==> config.mk <==
export PLATFORM = sky130hd
export DESIGN_NAME = size_minifloat_encoder_core
export DESIGN_NICKNAME = d
export VERILOG_FILES = /design/src/rtl/core/smenc_pkg.sv /design/src/rtl/core/size_minifloat_encoder_core.sv /design/src/rtl/core/smenc_align.sv /design/src/rtl/core/smenc_encode.sv
export SDC_FILE = /design/constraint.sdc
export NUM_CORES = 1
export LEC_CHECK = 0
export BUFFER_PORTS_ARGS = -buffer_cell sky130_fd_sc_hd__buf_2
export CORE_MARGIN = 2
export CORE_UTILIZATION = 55
export DETAILED_ROUTE_END_ITERATION = 6
export PLACE_DENSITY = 0.79
export SLEW_MARGIN = 0
export SYNTH_ARGS = -nofsm -noshare
export SYNTH_HDL_FRONTEND = slang
export SYNTH_SLANG_ARGS = --single-unit
==> constraint.sdc <==
create_clock -name clk -period 9.7 [get_ports clk]
set_clock_uncertainty 0.1 [all_clocks]
set_input_delay 1.94 -clock clk [delete_from_list [all_inputs] [get_ports clk]]
set_output_delay 1.94 -clock clk [all_outputs]
set_load 0.02 [all_outputs]
==> src/rtl/core/smenc_pkg.sv <==
`timescale 1ns / 1ps

package smenc_pkg;

	// decoded unit counts of valid codes fit in this many bits
	localparam int UNIT_W = 20;
	// largest granule log2 value; larger writes saturate here
	localparam logic [4:0] ALIGN_MAX = 5'd16;
	// decoded value of the largest valid code
	localparam logic [UNIT_W-1:0] UNIT_MAX = 20'd950272;
	localparam logic [7:0] CODE_INVALID = 8'hff;
	localparam logic [7:0] CODE_ZERO = 8'h00;
	// largest rounded size is UNIT_W bits shifted up by ALIGN_MAX
	localparam int ROUND_W = UNIT_W + 16;

	typedef struct packed {
		logic [7:0]        code;
		logic [UNIT_W-1:0] units;
		logic              over;
	} enc_result_t;

	// mantissa offset of exponent band e
	function automatic logic [4:0] band_base(input logic [3:0] e);
		return 5'd16 - (5'd15 >> e);
	endfunction

	// largest unit count that band e can still represent
	function automatic logic [UNIT_W-1:0] band_limit(input logic [3:0] e);
		logic [UNIT_W-1:0] top;
		top = (e == 4'd15) ? UNIT_W'(29) : (UNIT_W'(15) + UNIT_W'(band_base(e)));
		return top << e;
	endfunction

endpackage

==> src/rtl/core/size_minifloat_encoder_core.sv <==
`timescale 1ns / 1ps

// Size minifloat encoder. Every byte_size beat taken with start is rounded up to the
// configured granule and turned into the smallest 8-bit size code that covers it, plus
// that code's size in bytes. busy never rises, so a beat can be taken every cycle; each
// result shows on the outputs for one cycle with done, after passing through an input
// register, a register after the granule round-up, and the result register. The
// receiver cannot stall, so it must take results as they come. Sizes beyond 950272
// granules give code 0xff, rounded_size 0 and out_of_range. Write the granule log2
// with cfg_we only while no beat is in flight; values above 16 read as 16.
module size_minifloat_encoder_core #(
	parameter int SIZE_WIDTH = 36
) (
	input  logic                  clk,
	input  logic                  arst_n,
	input  logic                  start,
	output logic                  busy,
	input  logic [SIZE_WIDTH-1:0] byte_size,
	input  logic                  cfg_we,
	input  logic [4:0]            cfg_wdata,
	output logic                  done,
	output logic [7:0]            size_code,
	output logic [SIZE_WIDTH-1:0] rounded_size,
	output logic                  out_of_range
);

	localparam int WIDE_W = (SIZE_WIDTH > smenc_pkg::ROUND_W) ? SIZE_WIDTH
		: smenc_pkg::ROUND_W;

	logic [4:0]            align_q;
	logic                  valid_s1;
	logic [SIZE_WIDTH-1:0] byte_size_s1;
	logic                  valid_s2;
	logic [SIZE_WIDTH-1:0] units_s2;
	logic [SIZE_WIDTH-1:0] units_c;
	smenc_pkg::enc_result_t enc_c;
	logic [WIDE_W-1:0]     bytes_wide;
	logic                  done_q;
	logic [7:0]            size_code_q;
	logic [SIZE_WIDTH-1:0] rounded_size_q;
	logic                  out_of_range_q;

	assign busy = 1'b0;

	always_ff @(posedge clk or negedge arst_n) begin
		if (!arst_n) begin
			align_q <= '0;
		end else if (cfg_we) begin
			align_q <= (cfg_wdata > smenc_pkg::ALIGN_MAX) ? smenc_pkg::ALIGN_MAX : cfg_wdata;
		end
	end

	always_ff @(posedge clk or negedge arst_n) begin
		if (!arst_n) begin
			valid_s1 <= 1'b0;
			valid_s2 <= 1'b0;
			done_q   <= 1'b0;
		end else begin
			valid_s1 <= start & ~busy;
			valid_s2 <= valid_s1;
			done_q   <= valid_s2;
		end
	end

	always_ff @(posedge clk) begin
		if (start && !busy)
			byte_size_s1 <= byte_size;
		if (valid_s1)
			units_s2 <= units_c;
		if (valid_s2) begin
			size_code_q    <= enc_c.code;
			rounded_size_q <= bytes_wide[SIZE_WIDTH-1:0];
			out_of_range_q <= enc_c.over;
		end
	end

	smenc_align #(
		.SIZE_WIDTH(SIZE_WIDTH)
	) u_align (
		.byte_size (byte_size_s1),
		.gran_log2 (align_q),
		.units     (units_c)
	);

	smenc_encode #(
		.SIZE_WIDTH(SIZE_WIDTH)
	) u_encode (
		.units (units_s2),
		.result(enc_c)
	);

	// scale decoded units back to bytes
	assign bytes_wide = WIDE_W'(enc_c.units) << align_q;

	assign done         = done_q;
	assign size_code    = size_code_q;
	assign rounded_size = rounded_size_q;
	assign out_of_range = out_of_range_q;

	a_start_to_done: assert property (@(posedge clk) disable iff (!arst_n)
		start |-> ##3 done)
		else $error("start beat did not produce a result three cycles later");

	a_range_fields: assert property (@(posedge clk) disable iff (!arst_n)
		done && out_of_range |-> size_code == smenc_pkg::CODE_INVALID && rounded_size == '0)
		else $error("out of range result carries a code or size");

	a_valid_code: assert property (@(posedge clk) disable iff (!arst_n)
		done && !out_of_range |-> size_code != smenc_pkg::CODE_INVALID)
		else $error("in range result carries the invalid code");

	a_zero_code: assert property (@(posedge clk) disable iff (!arst_n)
		done && size_code == smenc_pkg::CODE_ZERO |-> rounded_size == '0)
		else $error("zero code with nonzero rounded size");

	a_align_sat: assert property (@(posedge clk) disable iff (!arst_n)
		align_q <= smenc_pkg::ALIGN_MAX)
		else $error("granule register above its maximum");

endmodule

==> src/rtl/core/smenc_align.sv <==
`timescale 1ns / 1ps

module smenc_align #(
	parameter int SIZE_WIDTH = 36
) (
	input  logic [SIZE_WIDTH-1:0] byte_size,
	input  logic [4:0]            gran_log2,
	output logic [SIZE_WIDTH-1:0] units
);

	logic [SIZE_WIDTH-1:0] low_mask;
	logic                  has_rem;

	// ceiling divide by the granule; no carry out since a zero shift leaves no remainder
	always_comb begin
		low_mask = ~({SIZE_WIDTH{1'b1}} << gran_log2);
		has_rem  = |(byte_size & low_mask);
		units    = (byte_size >> gran_log2) + SIZE_WIDTH'(has_rem);
	end

endmodule

==> src/rtl/core/smenc_encode.sv <==
`timescale 1ns / 1ps

module smenc_encode #(
	parameter int SIZE_WIDTH = 36
) (
	input  logic [SIZE_WIDTH-1:0] units,
	output smenc_pkg::enc_result_t result
);

	localparam int UW = smenc_pkg::UNIT_W;

	logic [UW-1:0] u;
	logic          over;
	logic [3:0]    sel_e;
	logic [UW-1:0] step;
	logic          has_rem;
	logic [4:0]    base;
	logic [UW-1:0] diff;
	logic [3:0]    mant;

	always_comb begin
		over = units > SIZE_WIDTH'(smenc_pkg::UNIT_MAX);
		u    = units[UW-1:0];

		// smallest band whose range still covers the count
		sel_e = 4'd15;
		for (int i = 15; i >= 0; i--) begin
			if (u <= smenc_pkg::band_limit(4'(i)))
				sel_e = 4'(i);
		end

		has_rem = |(u & ~({UW{1'b1}} << sel_e));
		step    = (u >> sel_e) + UW'(has_rem);
		base    = smenc_pkg::band_base(sel_e);
		diff    = step - UW'(base);
		mant    = (step > UW'(base)) ? diff[3:0] : 4'd0;

		if (over) begin
			result.code  = smenc_pkg::CODE_INVALID;
			result.units = '0;
			result.over  = 1'b1;
		end else if (u == '0) begin
			result.code  = smenc_pkg::CODE_ZERO;
			result.units = '0;
			result.over  = 1'b0;
		end else begin
			result.code  = {sel_e, mant} + 8'd1;
			result.units = (UW'(mant) + UW'(base)) << sel_e;
			result.over  = 1'b0;
		end
	end

endmodule

==> impl_results.md, run 1 <==
- Fin Setup TNS: 0 ps
- Initial antenna violation count: 0
- First-pass GRT wire length: 54.81 mm
- GRT Overall Usage: 32.19%
- CTS hold repair buffers: 0
- Input/output buffers: 90
- Leakage: roughly 4.5 nW
- CP Max Fanout: 29
- Yosys top cell area share: a little under a third
- CTS tree: done
- GRT overflow: 0
- Simple-gate area share of the yosys netlist: 20.92%
- Sink Count: 125
- Most common flop cell mapped by yosys: edfxtp_1
- Initial Util: 56.25%
- Final worst path period share: approximately 95%
- Clock-pin slew of the registers on the worst-case setup and hold paths: 60 ps
- Adder-cell area share of the yosys netlist: under 10%
- Worst EP required: 9770 ps
- Slew Viols, Final: 0
- Antenna Cells: 0
- Final core occ: between 60% and 70%
- Synth Register Bits: 125
- Layout area overhead: 13.96%
- Final GP Congestion: 0.9846
- Power Density: about 190 nW/um2
- DPL Wire Length: 24.38 mm
- Dpl cells: 1568
- Worst hold stages: 0
- Fill count: 1651
- Post-Syn Nets: 1301
- Compound-Gate Fraction of Synth Area: 23.15%
- Critical Path Start Type: register
- Post-route insts no fill: about 1600
- Mapped cell area: between 10000 and 15000 um2
- Largest family of logic cells by synthesized area: compound AO/OA/AOI/OAI gates
- XOR/XNOR Fraction of Synth Area: 3.509%
- Post-Syn Instances: 1240
- Fmax achieved: 108.4 MHz
- Worst Setup Slack, final: 474.3 ps
- Worst hold-check path type: register to register
- ANT nets after route: 0
- Synth top cells by count: 146 x nand2_1, 133 x nor2_1, 117 x edfxtp_1
- CTS root buf: clkbuf_16
- Outcome: finished clean
- Count of different cell masters after synthesis: 98
- Mux cell area share after synthesis: 12.33%
- NumNets Final: 1384
- CTS H-tree depth: 4
- CP Class: register to register
- # DRC: 0
- Worst Setup End Kind: register
- Placed cell area: roughly 12000 um2
- Via count: 10840
- Most frequent cell after synthesis: nand2_1
- Vias in the first global route: 10070
- Fin area: 12520 um2
- Clk_lat worst skew: 420 ps
- CP Data Arrival Time: 9290 ps
- Post-synth EDFFs: around 120
- Max-Cap Viols: 0
- Die Wd: 145.3 um
- TritonCTS Buffers: 17
- Maximum VDD drop: between 0.1 and 0.15 mV
- Share of cells above drive strength 1: 21.33%
- First-pass detailed-route iteration total: 6
- Initial DRC count: approximately 1600
- Setup WS pre-CTS: ~280 ps
- Drt total wl: 34.26 mm
- Final hold slack: 276.0 ps
- Worst-margin pin slew: 1290 ps
- CP max stage delay: 550 ps
- FP Rows: 51
- Slowest CP cell: o41a_1
- Clock tree buffer depth: 2
- Tmin final: 9226 ps
- Wire per inst: 21.40 um
- Vias per inst: 6.771
- Area leader, netlist: edfxtp_1
- Worst R2R Path Depth: 38
- Relative slew margins: approximately an eighth
- Async S/R FF share, synth: 6.400%
- Final setup viols: 0
- Unrepaired setup endpoints after global routing: no
- Core area: 19530 um2
- Pin count of the biggest net entering global routing: between 60 and 70
- # IOs: a little over 90
- Sequential-to-total area share from yosys stat: 33.81%
- Fin. Hold Viols: 0
- Number of synthesis warnings: 0
- Mapped Avg Cell Area: 8.857 um2
- Die height: 145.3 um
- Area contributors post-synth: edfxtp_1 32%, mux4_2 7.2%, nand2_1 5.0%
- Total chip power: 2.439 mW
- Die Area: roughly 21000 um2
==> cell families after synthesis <==
kind of cell,after synthesis
multiplexers,89
AO/OA/AOI/OAI,366
AND/OR/NAND/NOR,480
XOR/XNOR,44
other,1
adder cells (fa/ha/maj),16
buffers and inverters,119
flip-flops,125
==> final timing paths <==
kind / startpoint / end / slack (ps)
setup / recovery: units_s2[0] / rounded_size[18] / 470
hold / removal: valid_s1 / valid_s2 / 280
setup reg to reg: units_s2[0] / rounded_size[18] / 470
hold reg to reg: valid_s1 / valid_s2 / 280
max in group asynchronous: arst_n / align_q[4] / 8050
min in group asynchronous: arst_n / done / 1250
==> area by class of cell <==
type	instances	area [um2]	area share, %
Clock buffer	19	432.9	3.459
Clock inverter	13	140.1	1.120
Inverter	29	110.1	0.8797
Multi-Input combinational cell	996	6849	54.72
Sequential cell	125	3721	29.73
Tap cell	265	331.6	2.649
Timing Repair Buffer	154	930.9	7.438
==> repair_timing <==
| action | 4_1_cts | 5_1_grt |
|---|---|---|
| buffers inserted | 0 | 1 |
| endpoints found under the setup margin | 0 | 31 |
| gates resized for setup | 0 | 9 |
==> cells in the final DEF, fill, tap and decap left out, types with 13 or more instances in the layout <==
cell       instances
a21oi_1           91
clkbuf_16         17
buf_4             64
o22ai_1           13
nand3_1           46
edfxtp_1         117
mux2_2            20
xor2_1            16
o21ai_0           54
ha_1              14
a21o_1            16
a221oi_1          14
a31oi_1           21
or3_1             13
nand2b_1          14
and3_1            17
nor3_1            27
mux4_2            35
nand2_1          146
xnor2_1           28
mux2i_1           34
buf_2             90
nor4_1            14
nor2_1           131
inv_1             25
==> where the power goes <==
part           switching (mW)  internal, mW  total, mW
clock                   0.251         0.379      0.630
combinational           0.688         0.422       1.11
sequential             0.0499         0.648      0.698
==> sequential cells by signal, indices dropped and copies added, names as in the netlist <==
name	cells
align_q	5
byte_size_s1	36
done	1
out_of_range	1
rounded_size	36
size_code	8
units_s2	36
valid_s1	1
valid_s2	1
==> routing by layer <==
layer,wire [um],GRT usage (%)
met1,13980,45.28
met5,0,0
met2,15460,49.31
met4,1597,15.78
met3,3222,4.340
==> critical path: cells and delay by family (launching register included) <==
kind	cells	cell delay (ps)
XOR/XNOR	1	130
flip-flops	1	490
adder cells (fa/ha/maj)	3	970
multiplexers	1	370
AO/OA/AOI/OAI	19	4060
AND/OR/NAND/NOR	11	2150
buffers and inverters	3	650
(Power assumes the default switching activity.)
==> run 2, diff against run 1 <==
--- a/config.mk
+++ b/config.mk
@@ -7,9 +7,9 @@
 export LEC_CHECK = 0
 export BUFFER_PORTS_ARGS = -buffer_cell sky130_fd_sc_hd__buf_2
 export CORE_MARGIN = 2
-export CORE_UTILIZATION = 55
+export CORE_UTILIZATION = 40
 export DETAILED_ROUTE_END_ITERATION = 6
-export PLACE_DENSITY = 0.79
+export PLACE_DENSITY = 0.62
 export SLEW_MARGIN = 0
 export SYNTH_ARGS = -nofsm -noshare
 export SYNTH_HDL_FRONTEND = slang
==> impl_results.md, run 2 (synthesis results as in run 1) <==
- Outcome: finished clean (unchanged)
- Final core occ: 46.50% (was 64.10%)
- WP buf/inv: 1 (was 3)
- Clock tree buffer depth: 2 (unchanged)
- Pin count of the biggest net entering global routing: 70 (was 69)
- Worst-margin pin slew: 1038 ps (was 1290 ps)
- CP Data Arrival Time: 9300 ps (was 9290 ps)
- Crit path max-delay family: compound AO/OA/AOI/OAI gates (unchanged)
- Final GP Congestion: 1.000 (was 0.9846)
- TritonCTS Buffers: 17 (unchanged)
- ANT nets after route: 0 (unchanged)
- Worst hold-check path type: register to register (unchanged)
- Vias in the first global route: 9763 (was 10070)
- CTS root buf: clkbuf_16 (unchanged)
- CP Max Fanout: 12 (was 29)
- Core area: 26950 um2 (was 19530 um2)
- Final setup viols: 0 (unchanged)
- First-pass detailed-route iteration total: 6 (unchanged)
- CTS hold repair buffers: 0 (unchanged)
- Slowest CP cell: mux4_2 (was o41a_1)
- CTS H-tree depth: 4 (unchanged)
- First-pass GRT wire length: 54.85 mm (was 54.81 mm)
- Final worst path period share: 94.17% (was 95.11%)
- GRT Overall Usage: 23.98% (was 32.19%)
- CP max stage delay: 570 ps (was 550 ps)
- Fill count: 2580 (was 1651)
- Leakage: 4.491 nW (was 4.537 nW)
- Sink Count: 125 (unchanged)
- Fmax achieved: 109.5 MHz (was 108.4 MHz)
- Die height: 169.7 um (was 145.3 um)
- # IOs: 92 (unchanged)
- Tmin final: 9134 ps (was 9226 ps)
- Relative slew margins: 30.77% (was 13.23%)
- DPL Wire Length: 24.94 mm (was 24.38 mm)
- Share of cells above drive strength 1: 21.34% (was 21.33%)
- Total chip power: 2.385 mW (was 2.439 mW)
- Post-route insts no fill: 1667 (was 1601)
- Power Density: 190.3 nW/um2 (was 194.8 nW/um2)
- Most frequent cells in the layout: 146 x nand2_1, 131 x nor2_1, 117 x edfxtp_1, 90 x a21oi_1, 90 x buf_2 (was 146 x nand2_1, 131 x nor2_1, 117 x edfxtp_1, 91 x a21oi_1, 90 x buf_2)
- Vias per inst: 6.305 (was 6.771)
- CTS tree: done (unchanged)
- Clock-pin slew of the registers on the worst-case setup and hold paths: 60 ps (about the same)
- Slew Viols, Final: 0 (unchanged)
- Dpl cells: 1634 (was 1568)
- Clk_lat worst skew: 420 ps (about the same)
- Fin Setup TNS: 0 ps (unchanged)
- Input/output buffers: 90 (unchanged)
- NumNets Final: 1375 (was 1384)
- Via count: 10510 (was 10840)
- Die Area: 28800 um2 (was 21120 um2)
- Worst EP required: 9870 ps (was 9770 ps)
- Max-Cap Viols: 0 (unchanged)
- GRT overflow: 0 (unchanged)
- Final hold slack: 284.1 ps (was 276.0 ps)
- Drt total wl: 34.29 mm (was 34.26 mm)
- Antenna Cells: 0 (unchanged)
- Initial DRC count: 1213 (was 1567)
- Worst Setup End Kind: register (unchanged)
- CP Class: register to register (unchanged)
- Fin. Hold Viols: 0 (unchanged)
- Most frequent CP cell: a21oi_1
- Layout area overhead: 14.10% (was 13.96%)
- Critical Path Start Type: register (unchanged)
- Wire per inst: 20.57 um (was 21.40 um)
- Initial antenna violation count: 0 (unchanged)
- FP Rows: 60 (was 51)
- Initial Util: 40.75% (was 56.25%)
- Die Wd: 169.7 um (was 145.3 um)
- # DRC: 0 (unchanged)
- Commonest non-fill, non-tap cell in the layout: nand2_1 (unchanged)
- Maximum VDD drop: 0.1433 mV (was 0.1370 mV)
run 2: path summary, 6_finish.rpt:
kind / startpoint / end / slack, ps / cells after the start
setup / recovery: units_s2[3] / rounded_size[9] / 570 / 36
setup reg to reg: units_s2[3] / rounded_size[9] / 570 / 36
min in group asynchronous: arst_n / valid_s2 / 1250 / 1
max in group asynchronous: arst_n / align_q[1] / 8060 / 1
hold / removal: valid_s1 / valid_s2 / 280 / 0
hold reg to reg: valid_s1 / valid_s2 / 280 / 0
run 2: routing by layer:
layer | track usage (%) | vias up | wire (um)
li1 | - | 4909 | -
met4 | 9.996 | 0 | 1461
met5 | 0 | - | 0
met3 | 3.615 | 94 | 2691
met2 | 35.24 | 571 | 14760
met1 | 35.16 | 4937 | 15370
run 2: cell type report:
class                   instances  area (um2)  area share [%]
clock buffers                  17       425.4           3.395
clock inverters                14       122.6          0.9784
inverters                      29       110.1          0.8786
multi-input cells             996        6863           54.76
flip-flops and latches        125        3721           29.69
well taps                     341       426.7           3.405
repair buffers                145       863.3           6.889
run 2: report_power, final:
part	internal (mW)	switching [mW]
Combinational	0.406	0.670
Clock	0.350	0.252
Sequential	0.649	0.0584
Total	1.40	0.980
run 2: what timing repair did:
item	CTS	global route
endpoints found under the hold margin	0	0
resized for setup	0	15
buffers inserted	0	2
endpoints found under the setup margin	0	32
run 2: worst reg2reg max path, delay by kind of cell, from the launching register on:
family                     cells  cell delay [ps]
adders and majority gates      4             1200
AOI/OAI and AO/OA             18             4020
muxes                          1              570
DFF                            1              520
buffers and inverters          1              220
and+or+nand+nor               12             2360
run 2: through the flow:
stage	area (um2)	worst slack, ps
6_report	12530	565.8
5_1_grt	12530	-2.289
4_1_cts	12450	203.9
3_5_place_dp	11900	226.8
3_3_place_gp	11900	462.5
2_1_floorplan	10980	754.0
